### src/design/bfe_pkg.sv
// Shared types, constants and hash helpers for the bloom filter engine.
// No dependencies.
package bfe_pkg;

    localparam int FILTER_BITS_DEF = 65536;
    localparam int MAX_HASHES_DEF  = 16;

    localparam int KEY_W     = 32;
    localparam int OP_W      = 2;
    localparam int CFG_W     = 17;
    localparam int NHASH_W   = 5;
    localparam int MOD_STEP  = 4;
    localparam int MOD_CYC   = KEY_W / MOD_STEP;
    localparam int MODCNT_W  = $clog2(MOD_CYC);

    localparam logic [OP_W-1:0] OP_INSERT = 2'd0;
    localparam logic [OP_W-1:0] OP_QUERY  = 2'd1;
    localparam logic [OP_W-1:0] OP_CLEAR  = 2'd2;

    localparam logic REG_NUM_BITS   = 1'b0;
    localparam logic REG_NUM_HASHES = 1'b1;

    localparam logic [CFG_W-1:0]   NUM_BITS_RST   = 17'd65536;
    localparam logic [NHASH_W-1:0] NUM_HASHES_RST = 5'd7;

    typedef struct packed {
        logic ins;
        logic qry;
        logic clr;
    } cls_t;

    typedef struct packed {
        logic [OP_W-1:0]  op;
        logic [KEY_W-1:0] key;
        cls_t             cls;
    } item_t;

    // first half of the mixer: shift/xor/add steps
    function automatic logic [KEY_W-1:0] mix_a(input logic [KEY_W-1:0] x);
        logic [KEY_W-1:0] v;
        v = ~x + (x << 15);
        v = v ^ (v >> 12);
        v = v + (v << 2);
        v = v ^ (v >> 4);
        return v;
    endfunction

    // second half: times 2057 (= 2048 + 8 + 1), then fold
    function automatic logic [KEY_W-1:0] mix_b(input logic [KEY_W-1:0] x);
        logic [KEY_W-1:0] v;
        v = x + (x << 3) + (x << 11);
        v = v ^ (v >> 16);
        return v;
    endfunction

endpackage

### src/design/bfe_front.sv
// Front end: accepts items, classifies the opcode, holds them in a 2-entry queue.
// Depends on bfe_pkg.
module bfe_front (
    input  logic                          clk,
    input  logic                          rst_n,
    input  logic                          push,
    input  logic [bfe_pkg::OP_W-1:0]      opcode,
    input  logic [bfe_pkg::KEY_W-1:0]     key,
    output logic                          q_full,
    output logic                          q_valid,
    output bfe_pkg::item_t                q_item,
    input  logic                          q_pop
);

    bfe_pkg::item_t slot_reg [2];
    logic           wptr_reg, wptr_next;
    logic           rptr_reg, rptr_next;
    logic [1:0]     cnt_reg, cnt_next;
    bfe_pkg::item_t in_item;
    logic           do_push, do_pop;

    always_comb
    begin
        in_item.op      = opcode;
        in_item.key     = key;
        in_item.cls.ins = (opcode == bfe_pkg::OP_INSERT);
        in_item.cls.qry = (opcode == bfe_pkg::OP_QUERY);
        in_item.cls.clr = (opcode == bfe_pkg::OP_CLEAR);
    end

    assign q_full  = (cnt_reg == 2'd2);
    assign q_valid = (cnt_reg != 2'd0);
    assign q_item  = slot_reg[rptr_reg];
    assign do_push = push && !q_full;
    assign do_pop  = q_pop && q_valid;

    always_comb
    begin
        wptr_next = do_push ? ~wptr_reg : wptr_reg;
        rptr_next = do_pop ? ~rptr_reg : rptr_reg;
        cnt_next  = cnt_reg + 2'(do_push) - 2'(do_pop);
    end

    always_ff @(posedge clk or negedge rst_n)
    begin
        if (!rst_n)
        begin
            wptr_reg <= 1'b0;
            rptr_reg <= 1'b0;
            cnt_reg  <= 2'd0;
        end
        else
        begin
            wptr_reg <= wptr_next;
            rptr_reg <= rptr_next;
            cnt_reg  <= cnt_next;
        end
    end

    always_ff @(posedge clk)
    begin
        if (do_push)
        begin
            slot_reg[wptr_reg] <= in_item;
        end
    end

endmodule

### config.mk
export PLATFORM = sky130hd
export DESIGN_NAME = bfe_front
export DESIGN_NICKNAME = d
export VERILOG_FILES = /design/src/design/bfe_pkg.sv /design/src/design/bfe_front.sv
export SDC_FILE = /design/constraint.sdc
export NUM_CORES = 1
export LEC_CHECK = 0
export ABC_CLOCK_PERIOD_IN_PS = 4300
export BUFFER_PORTS_ARGS = -buffer_cell sky130_fd_sc_hd__buf_2
export CAP_MARGIN = 20
export CORE_ASPECT_RATIO = 0.6
export CORE_MARGIN = 2
export CORE_UTILIZATION = 50
export DETAILED_ROUTE_END_ITERATION = 16
export PLACE_DENSITY = 0.76
export REMOVE_ABC_BUFFERS = 1
export SETUP_SLACK_MARGIN = 0.02
export SLEW_MARGIN = 0
export SYNTH_ARGS = -nofsm -noshare
export SYNTH_HDL_FRONTEND = slang
export SYNTH_SLANG_ARGS = --single-unit
### constraint.sdc
create_clock -name clk -period 4.3 [get_ports clk]
set_input_delay 0.645 -clock clk [delete_from_list [all_inputs] [get_ports clk]]
set_output_delay 0.645 -clock clk [all_outputs]
set_load 0.02 [all_outputs]
==> flow_summary.html, run 1 <==
<table>
<tr><th>Metric</th><th>Value</th></tr>
<tr><th colspan="2">Synth</th></tr>
<tr><td>Library cell with the highest instance count after synthesis</td><td>sky130_fd_sc_hd__edfxtp_1</td></tr>
<tr><td>Top_reg_cell synth</td><td>sky130_fd_sc_hd__edfxtp_1</td></tr>
<tr><td>Synth top area cells</td><td>sky130_fd_sc_hd__edfxtp_1 75%, sky130_fd_sc_hd__mux2_4 10%, sky130_fd_sc_hd__mux2_2 6.4%</td></tr>
<tr><td>Library cell occupying the most area in the post-synthesis netlist</td><td>sky130_fd_sc_hd__edfxtp_1</td></tr>
<tr><td>Most frequent cells after synthesis</td><td>74 x sky130_fd_sc_hd__edfxtp_1, 20 x sky130_fd_sc_hd__mux2_4, 17 x sky130_fd_sc_hd__mux2_2</td></tr>
<tr><td>Share of the synthesized area in the top cell type</td><td>0.748</td></tr>
<tr><td>Share of synthesized area occupied by flip-flops and latches</td><td>0.781</td></tr>
<tr><td>Number of storage elements in the synthesis netlist</td><td>78</td></tr>
<tr><td>Post-synth EDFFs</td><td>74</td></tr>
<tr><td>Number of distinct standard cells referenced by the synthesized netlist</td><td>17</td></tr>
<tr><td>Cell area after synthesis</td><td>between 2000 and 3000 um2</td></tr>
<tr><td>Syn_area_per_cell</td><td>about 22 um2</td></tr>
<tr><td>Yosys warning total</td><td>0</td></tr>
<tr><td>Post-Syn Instances</td><td>approximately 140</td></tr>
<tr><td>Fraction of registers with async set/reset</td><td>0.0513</td></tr>
<tr><th colspan="2">Finish</th></tr>
<tr><td>ANT cells</td><td>0</td></tr>
<tr><td>Total number of nets in the final design</td><td>260</td></tr>
<tr><td>Area added between synthesis and finish</td><td>22.5%</td></tr>
<tr><td>Flip-flop count of the largest register after layout</td><td>74</td></tr>
<tr><td>Filler Cell Count</td><td>approximately 400</td></tr>
<tr><td>Fraction of layout cells with a size suffix above 1</td><td>0.591</td></tr>
<tr><th colspan="2">Timing</th></tr>
<tr><td>FMAX</td><td>around 0.38 GHz</td></tr>
<tr><td>Final setup fails</td><td>0</td></tr>
<tr><td>Max-slew violation count</td><td>0</td></tr>
<tr><td>Relative slew slack</td><td>0.308</td></tr>
<tr><td>Setup repair after global routing missed its margin</td><td>false</td></tr>
<tr><td>Setup clock skew after layout</td><td>~0.0085 ns</td></tr>
<tr><td>Post-layout minimum cycle time</td><td>about 2.6 ns</td></tr>
<tr><td>Share of the cycle needed by the critical path after routing</td><td>0.612</td></tr>
<tr><td>Setup_tns</td><td>0 ns</td></tr>
<tr><td>Number of failing hold endpoints at the final stage</td><td>0</td></tr>
<tr><td>Worst-Margin Slew</td><td>1.04 ns</td></tr>
<tr><th colspan="2">Critical path</th></tr>
<tr><td>Launch instance of the worst register-to-register path</td><td>cnt_reg[1]</td></tr>
<tr><td>Data arrival time of the critical path</td><td>around 2 ns</td></tr>
<tr><td>Largest fanout of any net on the critical path</td><td>38</td></tr>
<tr><td>CP startpoint</td><td>rptr_reg</td></tr>
<tr><td>Element type at the critical path start</td><td>register</td></tr>
<tr><td>Worst Setup End Kind</td><td>output pin</td></tr>
<tr><td>Path type of the worst setup path</td><td>reg -&gt; out</td></tr>
<tr><td>Worst EP required</td><td>3.65 ns</td></tr>
<tr><th colspan="2">Clock network</th></tr>
<tr><td>Largest buffer count on any clock path</td><td>2</td></tr>
<tr><td>Count of hold buffers inserted by post-cts repair</td><td>0</td></tr>
<tr><td>CTS tree</td><td>built</td></tr>
<tr><td>Cts repair resizes</td><td>0</td></tr>
<tr><td>CTS buffer count</td><td>9</td></tr>
<tr><td>Clock Root Buffer</td><td>sky130_fd_sc_hd__clkbuf_8</td></tr>
<tr><td>Worst skew pair latency</td><td>0.34 ns</td></tr>
<tr><td>Number of clock sinks</td><td>78</td></tr>
<tr><td>Depth of the CTS H-tree</td><td>3</td></tr>
<tr><td>Clock-pin transition on the worst setup and hold timing paths</td><td>0.07 ns</td></tr>
<tr><td>Post-CTS Setup Inserts</td><td>0</td></tr>
<tr><th colspan="2">Route</th></tr>
<tr><td>Metal-1 WL</td><td>2140 um</td></tr>
<tr><td>Highest layer used for signal routing</td><td>met4</td></tr>
<tr><td>Drt first pass iters</td><td>4</td></tr>
<tr><td>Average via count per standard cell</td><td>~4.8</td></tr>
<tr><td>Remaining number of nets flagged by the antenna check after routing</td><td>0</td></tr>
<tr><td>DRT iter0 DRCs</td><td>33</td></tr>
<tr><td>Routed wirelength normalized by instance count</td><td>approximately 15 um</td></tr>
<tr><td>Routed Wire Length</td><td>around 4500 um</td></tr>
<tr><td>Wire length on met3</td><td>around 400 um</td></tr>
<tr><td>Detailed route wirelength on metal2</td><td>between 1500 and 2000 um</td></tr>
<tr><td>Residual DRC</td><td>0</td></tr>
<tr><td>Count of vias placed by the detailed router</td><td>about 1500</td></tr>
<tr><th colspan="2">Global route</th></tr>
<tr><td>Number of global-route vias before repair</td><td>roughly 1500</td></tr>
<tr><td>Antenna violations before repair</td><td>0</td></tr>
<tr><td>Global-route wire length before repair</td><td>between 7000 and 8000 um</td></tr>
<tr><td>Largest net degree at the start of global routing</td><td>39</td></tr>
<tr><td>Sum of overflow across all layers after global routing</td><td>0</td></tr>
<tr><td>Overall global routing resource usage</td><td>0.146</td></tr>
<tr><th colspan="2">Floorplan</th></tr>
<tr><td>Floorplan die height</td><td>63.7 um</td></tr>
<tr><td>Placeable Area</td><td>between 5000 and 6000 um2</td></tr>
<tr><td>Row count</td><td>21</td></tr>
<tr><td>Chip Width</td><td>104 um</td></tr>
<tr><td>I/O pin count</td><td>between 70 and 80</td></tr>
<tr><td>Total die area</td><td>~6600 um2</td></tr>
<tr><td>Initial Util</td><td>0.526</td></tr>
<tr><th colspan="2">Place</th></tr>
<tr><td>Count of port buffers added during placement</td><td>76</td></tr>
<tr><td>Final GP Congestion</td><td>roughly 0.73</td></tr>
<tr><th colspan="2">Flow run</th></tr>
<tr><td>Number of violations of the max-capacitance limit</td><td>0</td></tr>
<tr><th colspan="2">Power</th></tr>
<tr><td>Max VDD drop</td><td>slightly below 0.4 mV</td></tr>
<tr><td>Leakage Power</td><td>approximately 1.4 nW</td></tr>
<tr><td>Sum of internal, switching and leakage power</td><td>2.53 mW</td></tr>
<tr><td>Power density over the cells</td><td>approximately 700 nW/um2</td></tr>
<tr><th colspan="2">Status</th></tr>
<tr><td>Run status</td><td>completed</td></tr>
<tr><th colspan="2">Worst hold path</th></tr>
<tr><td>Worst min-delay path category</td><td>in -&gt; async</td></tr>
</table>
[logic make-up after synthesis]
group	count (synthesis)	synth area share
XOR/XNOR	4	0.0118
adder cells (fa/ha/maj)	2	0.00842
buffers and inverters	6	0.0156
flip-flops	78	0.781
multiplexers	37	0.165
AND/OR/NAND/NOR	9	0.0173
[metrics by stage]
step	std cells	area [um2]	setup WS (ns)	utilization	hold WS [ns]
finish	305	3640	1.67	0.645	0.104
floorplan	132	2930	1.57	-	0.349
global placement	288	3420	1.99	0.606	0.457
detailed placement	288	3420	2.01	0.606	0.457
CTS	304	3610	1.63	0.640	0.0914
global route	305	3640	1.57	0.645	0.0933
[cell usage in the layout, fill, tap and decap left out, drive strengths merged]
cell type | synthesis | final
xnor2 | 3 | 3
dfrtp | 4 | 4
and2 | 1 | 1
clkinv | 0 | 5
nor2 | 2 | 2
nor2b | 2 | 2
nand2 | 1 | 1
inv | 2 | 2
ha | 2 | 2
nand2b | 1 | 1
xor2 | 1 | 1
clkbuf | 0 | 10
buf | 4 | 77
or2 | 1 | 1
and3 | 1 | 1
edfxtp | 74 | 74
bufinv | 0 | 1
mux2 | 37 | 37
[critical path, stage by stage, from the launching register on]
cell                      delay, ns
sky130_fd_sc_hd__dfrtp_2       1.06
sky130_fd_sc_hd__mux2_2        0.43
sky130_fd_sc_hd__buf_2         0.16
[power by group]
group	switching (mW)	internal (mW)
registers	0.131	1.04
logic	0.444	0.401
clock network	0.249	0.267
total	0.824	1.71
[metal layers]
layer / track usage / vias to the layer above
li1: - / 696
met1: 0.191 / 703
met2: 0.215 / 58
met3: 0.0735 / 7
met4: 0.0456 / 0
met5: 0 / -
[area by class of cell]
| cell class | count | area (um2) | area share |
|---|---|---|---|
| Multi-Input combinational cell | 52 | 612 | 0.168 |
| Inverter | 2 | 7.51 | 0.00206 |
| Clock inverter | 6 | 62.6 | 0.0172 |
| Timing Repair Buffer | 77 | 408 | 0.112 |
| Tap cell | 80 | 100 | 0.0275 |
| Clock buffer | 10 | 128 | 0.0351 |
| Sequential cell | 78 | 2320 | 0.638 |
[path summary, 6_finish.rpt]
kind / cells after the start / end / slack [ns]
worst max-delay path: 2 / q_item[35] / 1.67
worst min-delay path: 1 / wptr_reg / 0.10
worst max register to register: 2 / slot_reg[1][15] / 2.59
worst min register to register: 1 / cnt_reg[1] / 0.50
max in group asynchronous: 1 / rptr_reg / 4.06
min in group clk: 1 / slot_reg[1][8] / 0.48
(Power assumes the default switching activity.)
==> run 2: changes to the inputs <==
- ABC_CLOCK_PERIOD_IN_PS: 4300 -> 2600
- clock period: 4.3 -> 2.6 ns (I/O delays scaled with it)
==> run 2 against run 1 <==
Net effect: clock skew up 0.00054 ns; critical path type unchanged; clock power up 66%; critical path depth up 1; power up 67%; sequential cell count unchanged; clock-buffer cell count unchanged; critical endpoint is now q_item[31]; cell area up 1.1%; largest cell class unchanged.
==> flow_summary.html, run 2 (synthesized netlist as in run 1, its figures left out) <==
<table>
<tr><th>Metric</th><th>Value</th></tr>
<tr><th colspan="2">Status</th></tr>
<tr><td>Run status</td><td>completed</td></tr>
<tr><th colspan="2">Flow run</th></tr>
<tr><td>Number of violations of the max-capacitance limit</td><td>0 (unchanged)</td></tr>
<tr><th colspan="2">Floorplan</th></tr>
<tr><td>Row count</td><td>21 (unchanged)</td></tr>
<tr><td>Total die area</td><td>6600 um2 (unchanged)</td></tr>
<tr><td>I/O pin count</td><td>77 (unchanged)</td></tr>
<tr><td>Initial Util</td><td>0.526 (unchanged)</td></tr>
<tr><td>Placeable Area</td><td>5650 um2 (unchanged)</td></tr>
<tr><td>Floorplan die height</td><td>63.7 um (unchanged)</td></tr>
<tr><td>Chip Width</td><td>104 um (unchanged)</td></tr>
<tr><th colspan="2">Clock network</th></tr>
<tr><td>Depth of the CTS H-tree</td><td>3 (unchanged)</td></tr>
<tr><td>CTS tree</td><td>built</td></tr>
<tr><td>Number of clock sinks</td><td>78 (unchanged)</td></tr>
<tr><td>CTS buffer count</td><td>9 (unchanged)</td></tr>
<tr><td>Worst skew pair latency</td><td>0.35 ns (about the same)</td></tr>
<tr><td>Largest buffer count on any clock path</td><td>2 (unchanged)</td></tr>
<tr><td>Clock-pin transition on the worst setup and hold timing paths</td><td>0.08 ns (about the same)</td></tr>
<tr><td>Clock Root Buffer</td><td>sky130_fd_sc_hd__clkbuf_8</td></tr>
<tr><td>Cts repair resizes</td><td>0 (unchanged)</td></tr>
<tr><th colspan="2">Finish</th></tr>
<tr><td>ANT cells</td><td>0 (unchanged)</td></tr>
<tr><td>Final standard cell area without fillers</td><td>3680 um2 (+1.1%)</td></tr>
<tr><td>Area added between synthesis and finish</td><td>23.8%</td></tr>
<tr><td>Number of cells in the finished layout apart from fillers</td><td>311 (+2.0%)</td></tr>
<tr><td>Flip-flop count of the largest register after layout</td><td>74 (unchanged)</td></tr>
<tr><td>Most common cell after layout, fill and taps aside</td><td>sky130_fd_sc_hd__buf_2</td></tr>
<tr><td>Fraction of layout cells with a size suffix above 1</td><td>0.589 (-0.00237)</td></tr>
<tr><td>Commonest cells after routing, fill and taps aside</td><td>76 x sky130_fd_sc_hd__buf_2, 74 x sky130_fd_sc_hd__edfxtp_1, 20 x sky130_fd_sc_hd__mux2_4</td></tr>
<tr><td>Total number of nets in the final design</td><td>266 (+2.3%)</td></tr>
<tr><th colspan="2">Timing</th></tr>
<tr><td>Relative slew slack</td><td>0.625 (+0.317)</td></tr>
<tr><td>Final setup fails</td><td>0 (unchanged)</td></tr>
<tr><td>Max-slew violation count</td><td>0 (unchanged)</td></tr>
<tr><td>Setup repair after global routing missed its margin</td><td>false</td></tr>
<tr><td>Post-layout minimum cycle time</td><td>around 2.1 ns</td></tr>
<tr><td>Worst-Margin Slew</td><td>0.562 ns (-0.476 ns)</td></tr>
<tr><td>Number of failing hold endpoints at the final stage</td><td>0 (unchanged)</td></tr>
<tr><td>Setup_tns</td><td>0 ns (unchanged)</td></tr>
<tr><td>Setup clock skew after layout</td><td>0.00901 ns (+0.000539 ns)</td></tr>
<tr><td>FMAX</td><td>0.476 GHz</td></tr>
<tr><td>Share of the cycle needed by the critical path after routing</td><td>0.807</td></tr>
<tr><th colspan="2">Place</th></tr>
<tr><td>Post-detailed-placement cell area</td><td>3480 um2 (+1.7%)</td></tr>
<tr><td>Placed wire-length estimate</td><td>approximately 3200 um</td></tr>
<tr><td>Final GP Congestion</td><td>0.702 (-3.3%)</td></tr>
<tr><td>Placed cells</td><td>294 (+2.1%)</td></tr>
<tr><td>Count of port buffers added during placement</td><td>76 (unchanged)</td></tr>
<tr><th colspan="2">Power</th></tr>
<tr><td>Leakage Power</td><td>1.46 nW (+1.1%)</td></tr>
<tr><td>Max VDD drop</td><td>0.615 mV (+60%)</td></tr>
<tr><td>Power density over the cells</td><td>1150 nW/um2 (+65%)</td></tr>
<tr><td>Sum of internal, switching and leakage power</td><td>4.23 mW (+67%)</td></tr>
<tr><th colspan="2">Global route</th></tr>
<tr><td>Fraction of met3 tracks used by global routing</td><td>0.0673 (-0.00621)</td></tr>
<tr><td>Layer carrying the most global-route usage</td><td>met2</td></tr>
<tr><td>Antenna violations before repair</td><td>0 (unchanged)</td></tr>
<tr><td>Largest net degree at the start of global routing</td><td>24 (-38%)</td></tr>
<tr><td>Sum of overflow across all layers after global routing</td><td>0 (unchanged)</td></tr>
<tr><td>Number of global-route vias before repair</td><td>1496 (+1.8%)</td></tr>
<tr><td>Global-route wire length before repair</td><td>7550 um (+6.7%)</td></tr>
<tr><td>Global Route met1 Usage</td><td>0.202 (+0.0105)</td></tr>
<tr><td>Overall global routing resource usage</td><td>0.159 (+0.0132)</td></tr>
<tr><td>M2 GR Usage</td><td>0.245 (+0.0298)</td></tr>
<tr><th colspan="2">Route</th></tr>
<tr><td>DRT iter0 DRCs</td><td>46 (+39%)</td></tr>
<tr><td>Routed Wire Length</td><td>4760 um (+4.8%)</td></tr>
<tr><td>Residual DRC</td><td>0 (unchanged)</td></tr>
<tr><td>Remaining number of nets flagged by the antenna check after routing</td><td>0 (unchanged)</td></tr>
<tr><td>Count of vias placed by the detailed router</td><td>1476 (+0.82%)</td></tr>
<tr><td>Routed wirelength normalized by instance count</td><td>15.3 um (+2.8%)</td></tr>
<tr><td>Drt first pass iters</td><td>4 (unchanged)</td></tr>
<tr><td>Average via count per standard cell</td><td>4.75 (-1.1%)</td></tr>
<tr><th colspan="2">Critical path</th></tr>
<tr><td>Largest fanout of any net on the critical path</td><td>13 (-66%)</td></tr>
<tr><td>Path type of the worst setup path</td><td>reg -&gt; out</td></tr>
<tr><td>Element type at the critical path start</td><td>register</td></tr>
<tr><td>Data arrival time of the critical path</td><td>1.71 ns (-0.28 ns)</td></tr>
<tr><td>Launch instance of the worst register-to-register path</td><td>cnt_reg[1]</td></tr>
<tr><td>Worst Setup End Kind</td><td>output pin</td></tr>
<tr><td>Worst EP required</td><td>2.21 ns (-1.44 ns)</td></tr>
<tr><td>CP startpoint</td><td>rptr_reg</td></tr>
<tr><th colspan="2">Worst hold path</th></tr>
<tr><td>Worst min-delay path category</td><td>in -&gt; reg</td></tr>
<tr><td>Worst hold start</td><td>key[14]</td></tr>
</table>
## run 2: layer usage
| layer | part of all wire | vias to the layer above |
|---|---|---|
| met2 | 0.46 | 62 |
| li1 | - | 705 |
| met4 | 0.015 | 0 |
| met1 | 0.44 | 700 |
| met3 | 0.081 | 9 |
| met5 | 0 | - |
## run 2: final timing paths
path | end | slack [ns] | depth (start not counted)
max | q_item[31] | 0.50 | 3
max reg2reg | cnt_reg[1] | 0.93 | 7
max in group asynchronous | rptr_reg | 2.08 | 2
min reg2reg | cnt_reg[1] | 0.49 | 1
min in group asynchronous | cnt_reg[1] | 0.38 | 2
min | slot_reg[1][17] | 0.22 | 1
## run 2: repair_timing
action	in CTS	in global routing
hold buffers	1	0
setup buffers	0	0
hold endpoints to repair	4	0
## run 2: final cells by class
| type | instances | area (um2) |
|---|---|---|
| clock buffer | 10 | 128 |
| clock inverter | 6 | 61.3 |
| fill | 392 | 1970 |
| inverter | 2 | 7.51 |
| multi-input combinational | 52 | 612 |
| sequential | 78 | 2320 |
| tap | 80 | 100 |
| timing repair buffer | 83 | 448 |
## run 2: where the power goes
part | total, mW | switching [mW] | internal, mW
logic | 1.53 | 0.841 | 0.688
registers | 1.85 | 0.126 | 1.72
clock network | 0.856 | 0.416 | 0.440
## run 2: per-stage QoR
stage | utilization | hold slack [ns] | worst slack (ns)
4_1_cts | 0.651 | 0.203 | 0.470
6_report | 0.651 | 0.224 | 0.501
3_3_place_gp | 0.616 | 0.207 | 0.874
3_5_place_dp | 0.616 | 0.206 | 0.857
2_1_floorplan | - | 0.0944 | 0.0186
5_1_grt | 0.651 | 0.205 | 0.421
## run 2: worst max-delay path, cell delays in order, from the launching register on
cell                      delay [ns]
sky130_fd_sc_hd__dfrtp_2        0.59
sky130_fd_sc_hd__buf_4          0.26
sky130_fd_sc_hd__mux2_2         0.35
sky130_fd_sc_hd__buf_2          0.16
==> run 3: changes to the inputs <==
- ABC_AREA: default -> 1
- ABC_CLOCK_PERIOD_IN_PS: 2600 -> 1900
- CORE_UTILIZATION: 50 -> 47
- PLACE_DENSITY: 0.76 -> 0.75
- clock period: 2.6 -> 1.9 ns (I/O delays scaled with it)
==> run 3 against run 2 <==
Net effect: synthesized area shrank 0.46%; power up 44%; setup slack worse by 0.29 ns; largest power group unchanged; sequential cell count unchanged; global-route usage rose by 1.3 points; register-to-register slack worse by 0.47 ns; clock power grew 66%; die area rose by 5.6%; non-clock buffer count increased by 2; cell area is 0.54% higher.
==> flow_summary.html, run 3 <==
<table>
<tr><th>Metric</th><th>Value</th></tr>
<tr><th colspan="2">Status</th></tr>
<tr><td>Run status</td><td>completed</td></tr>
<tr><th colspan="2">Power</th></tr>
<tr><td>Sum of internal, switching and leakage power</td><td>6.10 mW (+44%)</td></tr>
<tr><td>Max VDD drop</td><td>0.683 mV (+11%)</td></tr>
<tr><td>Power density over the cells</td><td>1650 nW/um2 (+43%)</td></tr>
<tr><td>Leakage Power</td><td>1.67 nW (+14%)</td></tr>
<tr><th colspan="2">Timing</th></tr>
<tr><td>Post-layout minimum cycle time</td><td>between 1.5 and 2 ns</td></tr>
<tr><td>FMAX</td><td>around 0.6 GHz</td></tr>
<tr><td>Number of failing hold endpoints at the final stage</td><td>0 (unchanged)</td></tr>
<tr><td>Share of the cycle needed by the critical path after routing</td><td>0.889</td></tr>
<tr><td>Max-slew violation count</td><td>0 (unchanged)</td></tr>
<tr><td>Worst-Margin Slew</td><td>0.364 ns (-0.198 ns)</td></tr>
<tr><td>Final setup fails</td><td>0 (unchanged)</td></tr>
<tr><td>Relative slew slack</td><td>0.757 (+0.132)</td></tr>
<tr><td>Setup repair after global routing missed its margin</td><td>false</td></tr>
<tr><td>Worst Hold Margin</td><td>0.140 ns (-0.0837 ns)</td></tr>
<tr><td>Setup clock skew after layout</td><td>0.00712 ns (-0.00189 ns)</td></tr>
<tr><th colspan="2">Critical path</th></tr>
<tr><td>Delay of the slowest critical-path stage</td><td>0.41 ns (-0.18 ns)</td></tr>
<tr><td>Crit-path leading delay family</td><td>buffers and inverters</td></tr>
<tr><td>Largest fanout of any net on the critical path</td><td>21 (+8)</td></tr>
<tr><td>Most used cell, CP</td><td>sky130_fd_sc_hd__nand2_1</td></tr>
<tr><td>Data arrival time of the critical path</td><td>1.40 ns (-0.31 ns)</td></tr>
<tr><td>Element type at the critical path start</td><td>register</td></tr>
<tr><td>Worst EP required</td><td>1.62 ns (-0.59 ns)</td></tr>
<tr><td>Cell-by-cell listing of the critical path</td><td>inv_2 &gt; buf_4 &gt; nand2_1 &gt; nand2_1 &gt; buf_2</td></tr>
<tr><td>Worst-path cell with the longest stage delay</td><td>sky130_fd_sc_hd__dfrtp_1</td></tr>
<tr><td>Number of buffers and inverters on the critical path</td><td>3 (+1)</td></tr>
<tr><td>Path type of the worst setup path</td><td>reg -&gt; out</td></tr>
<tr><td>Worst Setup End Kind</td><td>output pin</td></tr>
<tr><th colspan="2">Route</th></tr>
<tr><td>Count of vias placed by the detailed router</td><td>1841 (+25%)</td></tr>
<tr><td>Drt first pass iters</td><td>4 (unchanged)</td></tr>
<tr><td>DRT iter0 DRCs</td><td>114 (+150%)</td></tr>
<tr><td>Routed Wire Length</td><td>5600 um (+18%)</td></tr>
<tr><td>Average via count per standard cell</td><td>4.51 (-4.9%)</td></tr>
<tr><td>Residual DRC</td><td>0 (unchanged)</td></tr>
<tr><td>Remaining number of nets flagged by the antenna check after routing</td><td>0 (unchanged)</td></tr>
<tr><td>Routed wirelength normalized by instance count</td><td>13.7 um (-10%)</td></tr>
<tr><th colspan="2">Clock network</th></tr>
<tr><td>Worst skew pair latency</td><td>0.34 ns (about the same)</td></tr>
<tr><td>Number of clock sinks</td><td>78 (unchanged)</td></tr>
<tr><td>CTS tree</td><td>built</td></tr>
<tr><td>Clock-pin transition on the worst setup and hold timing paths</td><td>0.08 ns (about the same)</td></tr>
<tr><td>Cts repair resizes</td><td>0 (unchanged)</td></tr>
<tr><td>CTS buffer count</td><td>9 (unchanged)</td></tr>
<tr><td>Largest buffer count on any clock path</td><td>2 (unchanged)</td></tr>
<tr><td>Count of hold buffers inserted by post-cts repair</td><td>1 (unchanged)</td></tr>
<tr><td>Post-CTS Setup Inserts</td><td>0 (unchanged)</td></tr>
<tr><td>Depth of the CTS H-tree</td><td>3 (unchanged)</td></tr>
<tr><td>Clock Root Buffer</td><td>sky130_fd_sc_hd__clkbuf_8</td></tr>
<tr><th colspan="2">Floorplan</th></tr>
<tr><td>Chip Width</td><td>106 um (+2.8%)</td></tr>
<tr><td>I/O pin count</td><td>77 (unchanged)</td></tr>
<tr><td>Initial Util</td><td>0.486 (-0.0398)</td></tr>
<tr><td>Row count</td><td>22 (+4.8%)</td></tr>
<tr><td>Floorplan die height</td><td>65.5 um (+2.7%)</td></tr>
<tr><td>Total die area</td><td>6960 um2 (+5.6%)</td></tr>
<tr><td>Placeable Area</td><td>6080 um2 (+7.7%)</td></tr>
<tr><th colspan="2">Place</th></tr>
<tr><td>Placed wire-length estimate</td><td>3790 um (+20%)</td></tr>
<tr><td>Count of port buffers added during placement</td><td>76 (unchanged)</td></tr>
<tr><td>Final GP Congestion</td><td>0.773 (+10%)</td></tr>
<tr><th colspan="2">Synth</th></tr>
<tr><td>Library cell with the highest instance count after synthesis</td><td>sky130_fd_sc_hd__nand2_1</td></tr>
<tr><td>Yosys warning total</td><td>0 (unchanged)</td></tr>
<tr><td>Share of synthesized area occupied by flip-flops and latches</td><td>0.785 (+0.00364)</td></tr>
<tr><td>Most frequent cells after synthesis</td><td>124 x sky130_fd_sc_hd__nand2_1, 74 x sky130_fd_sc_hd__edfxtp_1, 11 x sky130_fd_sc_hd__inv_1</td></tr>
<tr><td>Share of the synthesized area in the top cell type</td><td>0.751 (+0.00348)</td></tr>
<tr><td>Cell area after synthesis</td><td>2960 um2 (-0.46%)</td></tr>
<tr><td>Top_reg_cell synth</td><td>sky130_fd_sc_hd__edfxtp_1</td></tr>
<tr><td>Syn_area_per_cell</td><td>12.8 um2 (-41%)</td></tr>
<tr><td>Number of distinct standard cells referenced by the synthesized netlist</td><td>11 (-6)</td></tr>
<tr><td>Post-Syn Instances</td><td>231 (+70%)</td></tr>
<tr><td>Synth top area cells</td><td>sky130_fd_sc_hd__edfxtp_1 75%, sky130_fd_sc_hd__nand2_1 16%, sky130_fd_sc_hd__dfrtp_1 3.4%</td></tr>
<tr><td>Library cell occupying the most area in the post-synthesis netlist</td><td>sky130_fd_sc_hd__edfxtp_1</td></tr>
<tr><td>Number of storage elements in the synthesis netlist</td><td>78 (unchanged)</td></tr>
<tr><td>Fraction of registers with async set/reset</td><td>0.0513 (unchanged)</td></tr>
<tr><td>Post-synth EDFFs</td><td>74 (unchanged)</td></tr>
<tr><th colspan="2">Global route</th></tr>
<tr><td>Sum of overflow across all layers after global routing</td><td>0 (unchanged)</td></tr>
<tr><td>Largest net degree at the start of global routing</td><td>27 (+13%)</td></tr>
<tr><td>Number of global-route vias before repair</td><td>1789 (+20%)</td></tr>
<tr><td>Overall global routing resource usage</td><td>0.172 (+0.0128)</td></tr>
<tr><td>Global-route wire length before repair</td><td>8770 um (+16%)</td></tr>
<tr><td>Antenna violations before repair</td><td>0 (unchanged)</td></tr>
<tr><th colspan="2">Finish</th></tr>
<tr><td>Area added between synthesis and finish</td><td>25.1%</td></tr>
<tr><td>Flip-flop count of the largest register after layout</td><td>74 (unchanged)</td></tr>
<tr><td>Filler Cell Count</td><td>491 (+25%)</td></tr>
<tr><td>Commonest cells after routing, fill and taps aside</td><td>124 x sky130_fd_sc_hd__nand2_1, 76 x sky130_fd_sc_hd__buf_2, 74 x sky130_fd_sc_hd__edfxtp_1</td></tr>
<tr><td>Total number of nets in the final design</td><td>359 (+35%)</td></tr>
<tr><td>Most common cell after layout, fill and taps aside</td><td>sky130_fd_sc_hd__nand2_1</td></tr>
<tr><td>Fraction of layout cells with a size suffix above 1</td><td>0.315 (-0.274)</td></tr>
<tr><td>ANT cells</td><td>0 (unchanged)</td></tr>
<tr><th colspan="2">Worst hold path</th></tr>
<tr><td>Worst min-delay path category</td><td>in -&gt; reg</td></tr>
<tr><th colspan="2">Flow run</th></tr>
<tr><td>Number of violations of the max-capacitance limit</td><td>0 (unchanged)</td></tr>
</table>
-- run 3: metal layers --
metal | track usage | vias up | routed length [um]
met5 | 0 | - | 0
met4 | 0.0438 | 0 | 25
met3 | 0.0615 | 3 | 374
met2 | 0.267 | 55 | 2490
met1 | 0.235 | 848 | 2710
li1 | - | 935 | -
-- run 3: final timing paths --
| kind | start | end | slack, ns | depth (start not counted) |
|---|---|---|---|---|
| min in group asynchronous | rst_n | cnt_reg[0] | 0.28 | 2 |
| worst min-delay path | key[1] | slot_reg[1][4] | 0.14 | 1 |
| worst min register to register | wptr_reg | wptr_reg | 0.48 | 2 |
| worst max-delay path | rptr_reg | q_item[1] | 0.21 | 5 |
| max in group asynchronous | rst_n | wptr_reg | 1.50 | 2 |
| worst max register to register | cnt_reg[1] | slot_reg[1][13] | 0.46 | 4 |
-- run 3: final cells by class --
type | instances | area [um2] | share of cell area
timing repair buffer | 85 | 463 | 0.125
clock inverter | 7 | 113 | 0.0304
inverter | 12 | 45.0 | 0.0122
sequential | 78 | 2320 | 0.628
tap | 84 | 105 | 0.0284
clock buffer | 9 | 124 | 0.0335
multi-input combinational | 133 | 528 | 0.143
-- run 3: report_power, final --
part | internal (mW) | total (mW) | switching, mW
logic | 0.663 | 2.23 | 1.57
registers | 2.35 | 2.45 | 0.100
clock network | 0.865 | 1.42 | 0.558
total | 3.87 | 6.10 | 2.22
-- run 3: logic make-up (layout without fill, tap and decap cells) --
kind of cell             count (synthesis)  in the layout  share of synthesized area
adder cells (fa/ha/maj)                  2              2                    0.00846
AND/OR/NAND/NOR                        131            131                      0.168
buffers and inverters                   20            113                     0.0389
flip-flops                              78             78                      0.785
-- run 3: per-stage QoR --
| step | TNS [ns] | cells | util | setup WS (ns) | cell area (um2) |
|---|---|---|---|---|---|
| detailed placement | 0 | 391 | 0.568 | 0.464 | 3450 |
| finish | 0 | 408 | 0.608 | 0.210 | 3700 |
| global route | 0 | 408 | 0.608 | 0.117 | 3700 |
| global placement | 0 | 391 | 0.568 | 0.503 | 3450 |
| CTS | 0 | 408 | 0.608 | 0.188 | 3700 |
| floorplan | -24.05 | 223 | - | -0.650 | 2890 |
